===== src/i2cee_pkg.sv =====
package i2cee_pkg;

	localparam int MAX_BURST_DEF = 16;
	localparam int CFG_IDX_W = 2;
	localparam int CFG_DATA_W = 16;

	localparam logic [5:0] DEVICE_CODE_RST = 6'd40;
	localparam logic [7:0] ACK_TIMEOUT_RST = 8'd250;
	localparam logic [15:0] WRITE_WAIT_RST = 16'd2000;

	typedef enum logic [CFG_IDX_W-1:0] {
		CFG_DEVICE_CODE = 2'd0,
		CFG_ACK_TIMEOUT = 2'd1,
		CFG_WRITE_WAIT  = 2'd2
	} cfg_idx_t;

	typedef enum logic [1:0] {
		MODE_WRITE   = 2'd0,
		MODE_READ    = 2'd1,
		MODE_RECOVER = 2'd2
	} mode_t;

	typedef enum logic [1:0] {
		SEG_DEVW = 2'd0,
		SEG_ADDR = 2'd1,
		SEG_DEVR = 2'd2,
		SEG_DATA = 2'd3
	} seg_t;

	typedef enum logic [4:0] {
		P_IDLE     = 5'd0,
		P_START1   = 5'd1,
		P_START2   = 5'd2,
		P_RS0      = 5'd3,
		P_TXLOW    = 5'd4,
		P_TXHIGH   = 5'd5,
		P_ACKLOW   = 5'd6,
		P_ACKHIGH  = 5'd7,
		P_RXLOW    = 5'd8,
		P_RXHIGH   = 5'd9,
		P_MACKLOW  = 5'd10,
		P_MACKHIGH = 5'd11,
		P_RECLOW   = 5'd12,
		P_RECHIGH  = 5'd13,
		P_STOP1    = 5'd14,
		P_STOP2    = 5'd15,
		P_STOP3    = 5'd16,
		P_WAIT     = 5'd17
	} phase_t;

	typedef struct packed {
		logic       cmd_valid;
		logic [1:0] mode;
		logic       page;
		logic [7:0] byte_addr;
		logic [4:0] length;
		logic [7:0] wdata;
		logic       sda_in;
	} cmd_t;

	typedef struct packed {
		logic       scl_out;
		logic       sda_out;
		logic       busy_res;
		logic [7:0] rdata;
		logic       rdata_valid;
		logic       wdata_take;
		logic       done_res;
		logic       status;
	} res_t;

	typedef struct packed {
		logic [5:0]  device_code;
		logic [7:0]  ack_timeout;
		logic [15:0] write_wait_ticks;
	} cfg_t;

endpackage


===== src/i2cee_if.sv =====
interface i2cee_if #(parameter type T = logic);
	logic valid;
	logic ready;
	T     data;

	modport source(output valid, output data, input ready);
	modport sink(input valid, input data, output ready);
endinterface


===== src/i2cee_cfg.sv =====
module i2cee_cfg (
	input  logic                             clk,
	input  logic                             arst_n,
	input  logic                             cfg_we,
	input  logic [i2cee_pkg::CFG_IDX_W-1:0]  cfg_index,
	input  logic [i2cee_pkg::CFG_DATA_W-1:0] cfg_wdata,
	output i2cee_pkg::cfg_t                  cfg
);

	logic [5:0]  device_code_q;
	logic [7:0]  ack_timeout_q;
	logic [15:0] write_wait_q;

	always_ff @(posedge clk or negedge arst_n) begin
		if (!arst_n) begin
			device_code_q <= i2cee_pkg::DEVICE_CODE_RST;
			ack_timeout_q <= i2cee_pkg::ACK_TIMEOUT_RST;
			write_wait_q  <= i2cee_pkg::WRITE_WAIT_RST;
		end else if (cfg_we) begin
			unique case (i2cee_pkg::cfg_idx_t'(cfg_index))
				i2cee_pkg::CFG_DEVICE_CODE: device_code_q <= cfg_wdata[5:0];
				i2cee_pkg::CFG_ACK_TIMEOUT: ack_timeout_q <= cfg_wdata[7:0];
				i2cee_pkg::CFG_WRITE_WAIT:  write_wait_q  <= cfg_wdata[15:0];
				default: ;
			endcase
		end
	end

	assign cfg.device_code      = device_code_q;
	assign cfg.ack_timeout      = ack_timeout_q;
	assign cfg.write_wait_ticks = write_wait_q;

endmodule


===== src/i2cee_seq.sv =====
module i2cee_seq #(
	parameter int MAX_BURST = i2cee_pkg::MAX_BURST_DEF
) (
	input  logic              clk,
	input  logic              arst_n,
	input  logic              step_en,
	input  i2cee_pkg::cmd_t   item,
	input  i2cee_pkg::cfg_t   cfg,
	output i2cee_pkg::res_t   res
);

	localparam int LEN_W = $clog2(MAX_BURST + 1);

	i2cee_pkg::phase_t phase_q, e_phase, n_phase;
	i2cee_pkg::seg_t   seg_q, e_seg, n_seg;
	logic [1:0]        mode_q, e_mode;
	logic              page_q, e_page;
	logic [7:0]        addr_q, e_addr;
	logic [LEN_W-1:0]  len_q, e_len, start_len;
	logic [3:0]        bit_q, e_bit, n_bit, bit_inc;
	logic [LEN_W-1:0]  byte_q, e_byte, n_byte;
	logic [LEN_W:0]    byte_inc;
	logic [7:0]        ack_q, e_ack, n_ack;
	logic [8:0]        ack_inc;
	logic [15:0]       pw_q, n_pw, pw_dec;
	logic [7:0]        shifter_q, n_shifter, tx_byte, rx_shift;
	logic              failed_q, e_failed, n_failed;
	logic              start, mode_ok, last_byte, ack_fail, wait_go;

	always_comb begin
		mode_ok = (item.mode == i2cee_pkg::MODE_WRITE) || (item.mode == i2cee_pkg::MODE_READ) ||
			(item.mode == i2cee_pkg::MODE_RECOVER);
		start = (phase_q == i2cee_pkg::P_IDLE) && item.cmd_valid && mode_ok;
		if (item.length == 5'd0) begin
			start_len = LEN_W'(1);
		end else if (32'(item.length) > 32'(MAX_BURST)) begin
			start_len = LEN_W'(MAX_BURST);
		end else begin
			start_len = LEN_W'(item.length);
		end
		e_phase  = start ? i2cee_pkg::P_START1 : phase_q;
		e_mode   = start ? item.mode : mode_q;
		e_page   = start ? item.page : page_q;
		e_addr   = start ? item.byte_addr : addr_q;
		e_len    = start ? start_len : len_q;
		e_bit    = start ? 4'd0 : bit_q;
		e_byte   = start ? '0 : byte_q;
		e_ack    = start ? 8'd0 : ack_q;
		e_seg    = start ? i2cee_pkg::SEG_DEVW : seg_q;
		e_failed = start ? 1'b0 : failed_q;
	end

	always_comb begin
		if (e_bit == 4'd0) begin
			case (e_seg)
				i2cee_pkg::SEG_DEVW: tx_byte = {cfg.device_code, e_page, 1'b0};
				i2cee_pkg::SEG_ADDR: tx_byte = e_addr;
				i2cee_pkg::SEG_DEVR: tx_byte = {cfg.device_code, e_page, 1'b1};
				default:             tx_byte = item.wdata;
			endcase
		end else begin
			tx_byte = shifter_q;
		end
		rx_shift  = {shifter_q[6:0], item.sda_in};
		bit_inc   = e_bit + 4'd1;
		byte_inc  = {1'b0, e_byte} + (LEN_W+1)'(1);
		last_byte = byte_inc >= {1'b0, e_len};
		ack_inc   = {1'b0, e_ack} + 9'd1;
		ack_fail  = ack_inc > {1'b0, cfg.ack_timeout};
		pw_dec    = (pw_q != 16'd0) ? pw_q - 16'd1 : pw_q;
		wait_go   = (e_mode == i2cee_pkg::MODE_WRITE) && !e_failed &&
			(cfg.write_wait_ticks != 16'd0);
	end

	// Next-state logic.
	always_comb begin
		n_phase   = e_phase;
		n_seg     = e_seg;
		n_bit     = e_bit;
		n_byte    = e_byte;
		n_ack     = e_ack;
		n_pw      = pw_q;
		n_shifter = shifter_q;
		n_failed  = e_failed;
		unique case (e_phase)
			i2cee_pkg::P_IDLE: ;
			i2cee_pkg::P_START1: n_phase = i2cee_pkg::P_START2;
			i2cee_pkg::P_START2: begin
				n_bit = 4'd0;
				if (e_mode == i2cee_pkg::MODE_RECOVER) begin
					n_phase = (e_seg == i2cee_pkg::SEG_DEVW) ? i2cee_pkg::P_RECLOW :
						i2cee_pkg::P_STOP1;
				end else begin
					n_phase = i2cee_pkg::P_TXLOW;
				end
			end
			i2cee_pkg::P_RS0: n_phase = i2cee_pkg::P_START1;
			i2cee_pkg::P_TXLOW: begin
				n_shifter = tx_byte;
				n_phase   = i2cee_pkg::P_TXHIGH;
			end
			i2cee_pkg::P_TXHIGH: begin
				n_shifter = {shifter_q[6:0], 1'b0};
				if (bit_inc >= 4'd8) begin
					n_bit   = 4'd0;
					n_phase = i2cee_pkg::P_ACKLOW;
				end else begin
					n_bit   = bit_inc;
					n_phase = i2cee_pkg::P_TXLOW;
				end
			end
			i2cee_pkg::P_ACKLOW: begin
				n_ack   = 8'd0;
				n_phase = i2cee_pkg::P_ACKHIGH;
			end
			i2cee_pkg::P_ACKHIGH: begin
				if (!item.sda_in) begin
					n_ack = 8'd0;
					case (e_seg)
						i2cee_pkg::SEG_DEVW: begin
							n_seg   = i2cee_pkg::SEG_ADDR;
							n_phase = i2cee_pkg::P_TXLOW;
						end
						i2cee_pkg::SEG_ADDR: begin
							if (e_mode == i2cee_pkg::MODE_READ) begin
								n_seg   = i2cee_pkg::SEG_DEVR;
								n_phase = i2cee_pkg::P_RS0;
							end else begin
								n_seg   = i2cee_pkg::SEG_DATA;
								n_byte  = '0;
								n_phase = i2cee_pkg::P_TXLOW;
							end
						end
						i2cee_pkg::SEG_DEVR: begin
							n_seg   = i2cee_pkg::SEG_DATA;
							n_byte  = '0;
							n_phase = i2cee_pkg::P_RXLOW;
						end
						default: begin
							n_byte  = byte_inc[LEN_W-1:0];
							n_phase = last_byte ? i2cee_pkg::P_STOP1 : i2cee_pkg::P_TXLOW;
						end
					endcase
				end else if (ack_fail) begin
					n_failed = 1'b1;
					n_phase  = i2cee_pkg::P_STOP1;
				end else begin
					n_ack = ack_inc[7:0];
				end
			end
			i2cee_pkg::P_RXLOW: n_phase = i2cee_pkg::P_RXHIGH;
			i2cee_pkg::P_RXHIGH: begin
				n_shifter = rx_shift;
				if (bit_inc >= 4'd8) begin
					n_bit   = 4'd0;
					n_phase = i2cee_pkg::P_MACKLOW;
				end else begin
					n_bit   = bit_inc;
					n_phase = i2cee_pkg::P_RXLOW;
				end
			end
			i2cee_pkg::P_MACKLOW: n_phase = i2cee_pkg::P_MACKHIGH;
			i2cee_pkg::P_MACKHIGH: begin
				n_byte  = byte_inc[LEN_W-1:0];
				n_phase = last_byte ? i2cee_pkg::P_STOP1 : i2cee_pkg::P_RXLOW;
			end
			i2cee_pkg::P_RECLOW: n_phase = i2cee_pkg::P_RECHIGH;
			i2cee_pkg::P_RECHIGH: begin
				if (bit_inc >= 4'd9) begin
					n_bit   = 4'd0;
					n_seg   = i2cee_pkg::SEG_ADDR;
					n_phase = i2cee_pkg::P_RS0;
				end else begin
					n_bit   = bit_inc;
					n_phase = i2cee_pkg::P_RECLOW;
				end
			end
			i2cee_pkg::P_STOP1: n_phase = i2cee_pkg::P_STOP2;
			i2cee_pkg::P_STOP2: n_phase = i2cee_pkg::P_STOP3;
			i2cee_pkg::P_STOP3: begin
				if (wait_go) begin
					n_pw    = cfg.write_wait_ticks;
					n_phase = i2cee_pkg::P_WAIT;
				end else begin
					n_phase = i2cee_pkg::P_IDLE;
				end
			end
			i2cee_pkg::P_WAIT: begin
				n_pw = pw_dec;
				if (pw_dec == 16'd0) begin
					n_phase = i2cee_pkg::P_IDLE;
				end
			end
			default: n_phase = i2cee_pkg::P_IDLE;
		endcase
	end

	// Bus levels and strobes for this tick.
	always_comb begin
		res = '0;
		res.scl_out  = 1'b1;
		res.sda_out  = 1'b1;
		res.busy_res = 1'b1;
		unique case (e_phase)
			i2cee_pkg::P_IDLE: res.busy_res = 1'b0;
			i2cee_pkg::P_START1: ;
			i2cee_pkg::P_START2: res.sda_out = 1'b0;
			i2cee_pkg::P_RS0: res.scl_out = 1'b0;
			i2cee_pkg::P_TXLOW: begin
				res.scl_out    = 1'b0;
				res.sda_out    = tx_byte[7];
				res.wdata_take = (e_bit == 4'd0) && (e_seg == i2cee_pkg::SEG_DATA);
			end
			i2cee_pkg::P_TXHIGH: res.sda_out = shifter_q[7];
			i2cee_pkg::P_ACKLOW: res.scl_out = 1'b0;
			i2cee_pkg::P_ACKHIGH: ;
			i2cee_pkg::P_RXLOW: res.scl_out = 1'b0;
			i2cee_pkg::P_RXHIGH: begin
				if (bit_inc >= 4'd8) begin
					res.rdata       = rx_shift;
					res.rdata_valid = 1'b1;
				end
			end
			i2cee_pkg::P_MACKLOW: begin
				res.scl_out = 1'b0;
				res.sda_out = last_byte;
			end
			i2cee_pkg::P_MACKHIGH: res.sda_out = last_byte;
			i2cee_pkg::P_RECLOW: res.scl_out = 1'b0;
			i2cee_pkg::P_RECHIGH: ;
			i2cee_pkg::P_STOP1: begin
				res.scl_out = 1'b0;
				res.sda_out = 1'b0;
			end
			i2cee_pkg::P_STOP2: res.sda_out = 1'b0;
			i2cee_pkg::P_STOP3: begin
				res.done_res = !wait_go;
				res.status   = !wait_go && e_failed;
			end
			i2cee_pkg::P_WAIT: res.done_res = (pw_dec == 16'd0);
			default: res.busy_res = 1'b0;
		endcase
	end

	always_ff @(posedge clk or negedge arst_n) begin
		if (!arst_n) begin
			phase_q   <= i2cee_pkg::P_IDLE;
			seg_q     <= i2cee_pkg::SEG_DEVW;
			mode_q    <= 2'd0;
			page_q    <= 1'b0;
			addr_q    <= 8'd0;
			len_q     <= '0;
			bit_q     <= 4'd0;
			byte_q    <= '0;
			ack_q     <= 8'd0;
			pw_q      <= 16'd0;
			shifter_q <= 8'd0;
			failed_q  <= 1'b0;
		end else if (step_en) begin
			phase_q   <= n_phase;
			seg_q     <= n_seg;
			mode_q    <= e_mode;
			page_q    <= e_page;
			addr_q    <= e_addr;
			len_q     <= e_len;
			bit_q     <= n_bit;
			byte_q    <= n_byte;
			ack_q     <= n_ack;
			pw_q      <= n_pw;
			shifter_q <= n_shifter;
			failed_q  <= n_failed;
		end
	end

endmodule


===== src/i2c_eeprom_master.sv =====
// A tick item is held in the input register, and its result item is registered into the output
// register when the sequencer steps; it is taken from there by the output handshake.
// Throughput: one tick item per clock unless the output stalls; one sequencer step per item.
// A stalled result is held in the output register while the input register keeps one more item.
// Reset (arst_n low, asynchronous) returns the sequencer to idle and the registers
// to device code 40, ACK timeout 250 and write wait 2000.
module i2c_eeprom_master #(
	parameter int MAX_BURST = i2cee_pkg::MAX_BURST_DEF
) (
	input  logic                             clk,
	input  logic                             arst_n,
	input  logic                             cfg_we,
	input  logic [i2cee_pkg::CFG_IDX_W-1:0]  cfg_index,
	input  logic [i2cee_pkg::CFG_DATA_W-1:0] cfg_wdata,
	i2cee_if.sink                            cmd,
	i2cee_if.source                          res
);

	i2cee_pkg::cmd_t cmd_s1;
	i2cee_pkg::res_t res_s2, step_res;
	i2cee_pkg::cfg_t cfg;
	logic            vld_s1, vld_s2, adv;

	assign adv       = vld_s1 && (!vld_s2 || res.ready);
	assign cmd.ready = !vld_s1 || adv;
	assign res.valid = vld_s2;
	assign res.data  = res_s2;

	i2cee_cfg u_cfg (
		.clk       (clk),
		.arst_n    (arst_n),
		.cfg_we    (cfg_we),
		.cfg_index (cfg_index),
		.cfg_wdata (cfg_wdata),
		.cfg       (cfg)
	);

	i2cee_seq #(.MAX_BURST(MAX_BURST)) u_seq (
		.clk     (clk),
		.arst_n  (arst_n),
		.step_en (adv),
		.item    (cmd_s1),
		.cfg     (cfg),
		.res     (step_res)
	);

	always_ff @(posedge clk or negedge arst_n) begin
		if (!arst_n) begin
			vld_s1 <= 1'b0;
			vld_s2 <= 1'b0;
		end else begin
			if (cmd.valid && cmd.ready) begin
				vld_s1 <= 1'b1;
			end else if (adv) begin
				vld_s1 <= 1'b0;
			end
			if (adv) begin
				vld_s2 <= 1'b1;
			end else if (res.ready) begin
				vld_s2 <= 1'b0;
			end
		end
	end

	always_ff @(posedge clk) begin
		if (cmd.valid && cmd.ready) begin
			cmd_s1 <= cmd.data;
		end
		if (adv) begin
			res_s2 <= step_res;
		end
	end

endmodule


===== src/flat_wrapper.sv =====
// flat-port wrapper written by rule: the top's interface ports become plain ports
module i2c_eeprom_master_flat 
#(
	parameter int MAX_BURST = i2cee_pkg::MAX_BURST_DEF
)
  (clk, arst_n, cfg_we, cfg_index, cfg_wdata, cmd_valid, cmd_data, cmd_ready, res_valid, res_data, res_ready);
  i2cee_if cmd_i ();
  i2cee_if res_i ();
  input  logic clk;
  input  logic arst_n;
  input  logic cfg_we;
  input  logic [i2cee_pkg::CFG_IDX_W-1:0] cfg_index;
  input  logic [i2cee_pkg::CFG_DATA_W-1:0] cfg_wdata;
  input wire logic [$bits(cmd_i.valid)-1:0] cmd_valid;
  input wire logic [$bits(cmd_i.data)-1:0] cmd_data;
  output wire logic [$bits(cmd_i.ready)-1:0] cmd_ready;
  output wire logic [$bits(res_i.valid)-1:0] res_valid;
  output wire logic [$bits(res_i.data)-1:0] res_data;
  input wire logic [$bits(res_i.ready)-1:0] res_ready;
  assign cmd_i.valid = cmd_valid;
  assign cmd_i.data = cmd_data;
  assign cmd_ready = cmd_i.ready;
  assign res_valid = res_i.valid;
  assign res_data = res_i.data;
  assign res_i.ready = res_ready;
  i2c_eeprom_master #(.MAX_BURST(MAX_BURST)) u_core (.clk(clk), .arst_n(arst_n), .cfg_we(cfg_we), .cfg_index(cfg_index), .cfg_wdata(cfg_wdata), .cmd(cmd_i), .res(res_i));
endmodule

===== config.mk =====
export PLATFORM = sky130hd
export DESIGN_NAME = i2c_eeprom_master_flat
export DESIGN_NICKNAME = d
export VERILOG_FILES = /design/src/i2cee_pkg.sv /design/src/i2cee_if.sv /design/src/i2cee_cfg.sv /design/src/i2cee_seq.sv /design/src/i2c_eeprom_master.sv /design/src/flat_wrapper.sv
export SDC_FILE = /design/constraint.sdc
export NUM_CORES = 1
export LEC_CHECK = 0
export ABC_AREA = 1
export BUFFER_PORTS_ARGS = -buffer_cell sky130_fd_sc_hd__buf_4
export CORE_ASPECT_RATIO = 0.8
export CORE_UTILIZATION = 55
export DETAILED_ROUTE_END_ITERATION = 8
export MAX_ROUTING_LAYER = met4
export PLACE_DENSITY = 0.8
export SETUP_SLACK_MARGIN = 0.4
export SLEW_MARGIN = 0
export SYNTH_ARGS = -nofsm -noshare
export SYNTH_HDL_FRONTEND = slang
export SYNTH_SLANG_ARGS = --single-unit
export TNS_END_PERCENT = 50

===== constraint.sdc =====
create_clock -name clk -period 2.2 [get_ports clk]
set_input_delay 0.44 -clock clk [delete_from_list [all_inputs] [get_ports clk]]
set_output_delay 0.44 -clock clk [all_outputs]
set_load 0.02 [all_outputs]

; ---- Yosys cells after proc, flatten, opt, wreduce, memory -nomap -nowiden
; Cells that the tools add are included.
[totals]
reg_bits = 69
out_inout_bits = 3
elab_cells = 119
[op_classes]
add_sub_neg = 4
order_cmp = 4
n_eq_ne = 29
n_mux = 34
bitwise = 1
reduce_logical = 34
[ops]
columns = cell, count
row1 = 5-bit case mux with 18 select lines, 1
row2 = 5-bit by 4-bit == test with 1-bit output (second input constant), 8
row3 = 16-bit 2-to-1 mux, 2
row4 = 16-bit case mux with 2 select lines, 1
row5 = 16-bit nonzero test, 2
row6 = 5-bit 2-to-1 mux, 5
row7 = 5-bit by 3-bit == test with 1-bit output (second input constant), 4
row8 = 5-bit case mux with 2 select lines, 2
row9 = 16-bit logical NOT, 1
row10 = 4-bit 2-to-1 mux, 4
row11 = 8-bit 2-to-1 mux, 2
row12 = 8-bit case mux with 2 select lines, 1
row13 = 16-bit by 1-bit subtractor with 16-bit output (second input constant), 1
row14 = 4-bit case mux with 3 select lines, 1
row15 = 4-bit AND reduction, 3
row16 = 2-bit nonzero test, 6
row17 = 5-bit by 2-bit == test with 1-bit output (second input constant), 2
row18 = 5-bit == test (second input constant), 2
row19 = 2-bit != test (second input constant), 5
row20 = 8-bit by 1-bit adder with 9-bit output (second input constant), 1
row21 = 9-bit by 8-bit > comparator with 1-bit output, 1
row22 = 4-bit >= comparator (second input constant), 2
row23 = 2-bit 2-to-1 mux, 4
row24 = 2-bit case mux with 2 select lines, 2
row25 = 22 further kinds, 43

; ---- Depth between registers and ports, before layout
[depth]
depth_word = 6
depth_mapped = 16
mapped_depth_nobuf = 16

; ---- Hierarchy
; From an unflattened synthesis, not the netlist that was laid out.
[unflattened]
cells_unflattened = 1001
area_unflattened_um2 = 6895.4
[modules_own_cells]
columns = mod, n_inst, cells_per_inst, area_each_um2
row1 = i2cee_seq, 1, 851, 5421.4
row2 = i2cee_cfg, 1, 135, 1315.0
row3 = i2c_eeprom_master, 1, 15, 158.9

; ---- Worst setup path before layout
; No wires, ideal clock.
[synth_path]
path_type = reg-to-reg
start = register u_core.u_seq.ack_q[0]
end = register u_core.u_seq.phase_q[0]
setup_ps = 117
arrival_time_ps = 2211
required_time_ps = 2083
path_slack_ps = -127
stages_incl_launch_ff = 17
cell_sequence = dfrtp_1 ha_1 nand2_1 nor2_2 nand3_1 xor2_1 inv_1 ha_1 a21oi_1 o21ai_0 nor2_1 nand2_1 nand2_1 a21oi_2 nand2_4 nand2_1 nand2_1
[synth_via]
elab_chain_len = 4
[synth_lines]
columns = element, line
row1 = start: declaration, i2cee_seq.sv:23  ; logic [7:0] ack_q, e_ack, n_ack;
row2 = start signal: assignment, i2cee_seq.sv:268  ; ack_q <= n_ack;
row3 = 8-bit by 1-bit adder with 9-bit output, i2cee_seq.sv:68  ; ack_inc = {1'b0, e_ack} + 9'd1;
row4 = 9-bit by 8-bit > comparator with 1-bit output, i2cee_seq.sv:69  ; ack_fail = ack_inc > {1'b0, cfg.ack_timeout};
row5 = 3-bit != test (no line), -
row6 = 4-bit AND reduction (no line), -
row7 = end signal: assignment, i2cee_seq.sv:247  ; phase_q <= i2cee_pkg::P_IDLE;
row8 = end signal: assignment, i2cee_seq.sv:260  ; phase_q <= n_phase;
row9 = end: declaration, i2cee_seq.sv:14  ; i2cee_pkg::phase_t phase_q, e_phase, n_phase;
; Every way passes these cells.
; A chain may end at the register's enable or synchronous reset.

; ---- Worst setup path after layout
; Ends and elaborated chain as after synthesis.

==> impl_metrics.env <==
export IMPL_hold_buffers=0
export IMPL_multi_input_area_sq_mm=0.00217
export IMPL_timing_rr_start="u_core.u_seq.ack_q[0]"
export IMPL_initial_core_util_pct=57.4
export IMPL_synth_seq_cells=64
export IMPL_grt_usage_pct=27.9
export IMPL_drive_above_1_share_pct=18.5
export IMPL_synth_xor_area_share_pct=2.41
export IMPL_r2r_cells=16
export IMPL_clock_sinks=64
export IMPL_wl_per_cell_um=14.5
export IMPL_whs_ns=0.162
export IMPL_violations="negative setup slack"
export IMPL_clock_latency_ns=0.35
export IMPL_grt_pass1_vias=3547
export IMPL_rsz0062_at_grt="true"
export IMPL_worstMarginPinSlew_ns=0.785
export IMPL_internal_power_mw=2.05
export IMPL_grt_pass1_wl_um=16300
export IMPL_seqCellArea_sq_mm=0.00163
export IMPL_swShare_pct=26.9
export IMPL_rows=27
export IMPL_ys_async_sr_fraction_pct=96.9
export IMPL_overflow=0
export IMPL_postRouteAntennaNets=0
export IMPL_critical_path_endpoint_type="register"
export IMPL_synth_area_sq_mm=0.00399
export IMPL_die_x_um=97.3
export IMPL_dieHeight_um=78.2
export IMPL_cts_tree="yes"
export IMPL_drc=0
export IMPL_synth_main_ff_cell="dfrtp_1"
export IMPL_area_delta_synth_final_pct=19.4
export IMPL_regToRegSetupSlack_ns=-0.43
export IMPL_clk_pin_slew_ns=0.08
export IMPL_root_buffer="clkbuf_8"
export IMPL_drt_iter0_markers=318
export IMPL_numCtsBuffers=9
export IMPL_final_util_pct=68.5
export IMPL_coreArea_sq_mm=0.00696
export IMPL_finalMaxSlewViolations=0
export IMPL_max_vdd_ir_drop_mv=0.480
export IMPL_final_cells=688
export IMPL_critPathRequiredTime_ns=2.44
export IMPL_ys_seq_area_share_pct=40.7
export IMPL_syn_area_per_cell_sq_um=7.29
export IMPL_die_area_sq_mm=0.00761
export IMPL_synth_edf_count=2
export IMPL_hpwl_um=6870
export IMPL_p_comb_share_pct=9.9
export IMPL_setup_slack_ns=-0.426
export IMPL_vias=3844
export IMPL_dp_cells=668
export IMPL_crit_path_max_fanout=6
export IMPL_routed_wl_um=9980
export IMPL_synth_compound_area_share_pct=13.5
export IMPL_setup_viol=14
export IMPL_crit_type="register to register"
export IMPL_setup_tns_ns=-4.58
export IMPL_p_sw_mw=0.753
export IMPL_fmax_ghz=0.381
export IMPL_critical_path_arrival_ns=2.87
export IMPL_place_congestion=0.945
export IMPL_yosys_area_share_simple_pct=28.8
export IMPL_first_pass_iters=7
export IMPL_syn_inst=548
export IMPL_p_per_area_mw_per_mm2=588
export IMPL_cp_start_kind="register"
export IMPL_status="complete, but fails checks"
export IMPL_io_pins=27
export IMPL_hold_viol=0
export IMPL_hp_class="primary input to async pin"
export IMPL_synth_nets=591
export IMPL_nets=639
export IMPL_ys_warn_count=0
export IMPL_antenna_found_initial=0
export IMPL_min_period_ns=2.63
export IMPL_synth_area_mux_share_pct=0.564
export IMPL_cts_htree_levels=3
export IMPL_r2r_end="u_core.u_seq.phase_q[0]"
export IMPL_yosysUniqueCellTypes=36
export IMPL_finalClockSkew_ns=0.0108
export IMPL_grt_max_degree=63
export IMPL_cap_viol_max_count=0
export IMPL_fin_crit_sh_pct=119
export IMPL_synthAdderAreaFrac_pct=5.95
export IMPL_p_leak_nw=2.34
export IMPL_pwr_share_clk_pct=41.9
export IMPL_synth_top_family_by_area="simple AND/OR/NAND/NOR gates"
export IMPL_clockBufferDepth=2
export IMPL_relSlewSlack_pct=47.7
export IMPL_seqPwrFrac_pct=48.3
export IMPL_n_antenna_cell=0
export IMPL_fillers=570
export IMPL_port_buffers=26
export IMPL_detail_route_vias_per_cell=5.59
## critical path, cell delays in order, from the launching register on
cell,delay (ns)
dfrtp_1,0.39
ha_2,0.21
nand2_2,0.07
nor2_4,0.15
nand3_2,0.08
xor2_1,0.17
inv_1,0.11
ha_4,0.29
nand4_1,0.14
nor2_1,0.15
nor2_1,0.05
nand2_1,0.09
nand2_2,0.10
a21oi_4,0.28
nand2_4,0.09
nand2_1,0.08
nand2_1,0.06
## cell usage in the layout (no fill, tap or decap), drive strengths merged, types with 9 or more instances in the layout
master and instances:
a21oi 25, buf 47, clkbuf 9, dfrtp 50, dfstp 12, ha 19, inv 73, nand2 159
nand3 30, nor2 66, o21ai 55, xor2 9
## power by group through the flow
| stage | registers [mW] | clock network (mW) | logic [mW] |
|---|---|---|---|
| 4_1_cts | 1.35 | 1.19 | 0.272 |
| 2_1_floorplan | 1.35 | 0 | 0.143 |
| 3_5_place_dp | 1.37 | 0 | 0.262 |
| 6_report | 1.35 | 1.17 | 0.276 |
| 3_3_place_gp | 1.37 | 0 | 0.249 |
| 5_1_grt | 1.36 | 1.24 | 0.313 |
## what timing repair did
item / in CTS / in global routing
endpoints found under the setup margin: 19 / 35
endpoints found under the hold margin: 0 / 0
gates resized for setup: 9 / 15
buffers inserted: 3 / 1
pin swaps: 18 / 7
gates cloned: 0 / 0
## metrics by stage
stage / area [sq um] / setup slack (ns) / power, mW
final: 4770 / -0.426 / 2.80
after global routing: 4770 / -0.565 / 2.91
after CTS: 4700 / -0.229 / 2.81
after detailed placement: 4410 / -0.263 / 1.63
after global placement: 4410 / -0.159 / 1.62
after floorplan: 4030 / -0.0849 / 1.50
## layout make-up
| type | instances | share of cell area [%] |
|---|---|---|
| Timing Repair Buffer | 47 | 7.74 |
| Clock buffer | 9 | 2.60 |
| Tap cell | 87 | 2.28 |
| Inverter | 71 | 5.59 |
| Sequential cell | 64 | 34.1 |
| Multi-Input combinational cell | 403 | 45.5 |
| Clock inverter | 7 | 2.15 |
## state kept, by name, indices dropped and copies added, names as in the netlist
signal / count
u_core.res.valid: 1
u_core.u_seq.phase_q: 5
u_core.u_seq.ack_q: 8
u_core.res.data: 1
u_core.vld_s1: 1
u_core.u_seq.failed_q: 1
u_core.u_seq.pw_q: 16
u_core.u_cfg.write_wait_q: 16
u_core.u_seq.bit_q: 4
u_core.u_cfg.ack_timeout_q: 8
u_core.cmd_s1: 1
u_core.u_seq.seg_q: 2
## Yosys cell counts, types with 2 or more instances
| cell | n | area [sq um] |
|---|---|---|
| nand2_1 | 156 | 586 |
| inv_1 | 68 | 255 |
| nor2_1 | 60 | 225 |
| dfrtp_1 | 50 | 1250 |
| o21ai_0 | 49 | 245 |
| nand3_1 | 30 | 150 |
| a21oi_1 | 23 | 115 |
| ha_1 | 19 | 238 |
| dfstp_2 | 12 | 315 |
| xor2_1 | 9 | 78.8 |
| nand4_1 | 8 | 50.1 |
| o211ai_1 | 8 | 60.1 |
| clkbuf_1 | 6 | 22.5 |
| o22ai_1 | 6 | 37.5 |
| nor2_2 | 5 | 31.3 |
| o21ai_1 | 5 | 25.0 |
| nor4_1 | 4 | 25.0 |
| inv_2 | 3 | 11.3 |
| a21oi_2 | 2 | 17.5 |
| buf_4 | 2 | 15.0 |
| edfxtp_1 | 2 | 60.1 |
| mux2_2 | 2 | 22.5 |
| nand2_2 | 2 | 12.5 |
| nand3b_1 | 2 | 15.0 |
| nor3_1 | 2 | 10.0 |
| o31ai_1 | 2 | 15.0 |
| xnor2_1 | 2 | 17.5 |
## how the worst max path moves through the flow
stage | from | to | slack (ns) | cells after the start
finish | u_core.u_seq.ack_q[0] | u_core.u_seq.phase_q[0] | -0.43 | 16
global route | u_core.u_seq.ack_q[0] | u_core.u_seq.phase_q[4] | -0.56 | 17
CTS | u_core.u_seq.ack_q[0] | u_core.u_seq.ack_q[1] | -0.23 | 14
detailed placement | u_core.u_seq.ack_q[0] | u_core.u_seq.ack_q[0] | -0.26 | 14
global placement | u_core.u_seq.ack_q[0] | u_core.u_seq.phase_q[2] | -0.16 | 15
floorplan | u_core.u_seq.ack_q[0] | u_core.u_seq.phase_q[0] | -0.08 | 16
## routing by layer
| layer | share of wire, % | global-route usage (%) | vias to the layer above |
|---|---|---|---|
| li1 | - | - | 1866 |
| met1 | 46 | 37.0 | 1815 |
| met2 | 46 | 43.0 | 135 |
| met3 | 5.7 | 5.08 | 28 |
| met4 | 2.2 | 11.2 | 0 |
| met5 | 0 | - | - |
## cells by family after synthesis
kind of cell | Yosys count
compound gates | 98
buf+inv | 81
fa+ha+maj | 19
simple gates | 273
xor+xnor | 11
flops | 64
mux | 2
(Power assumes the default switching activity.)
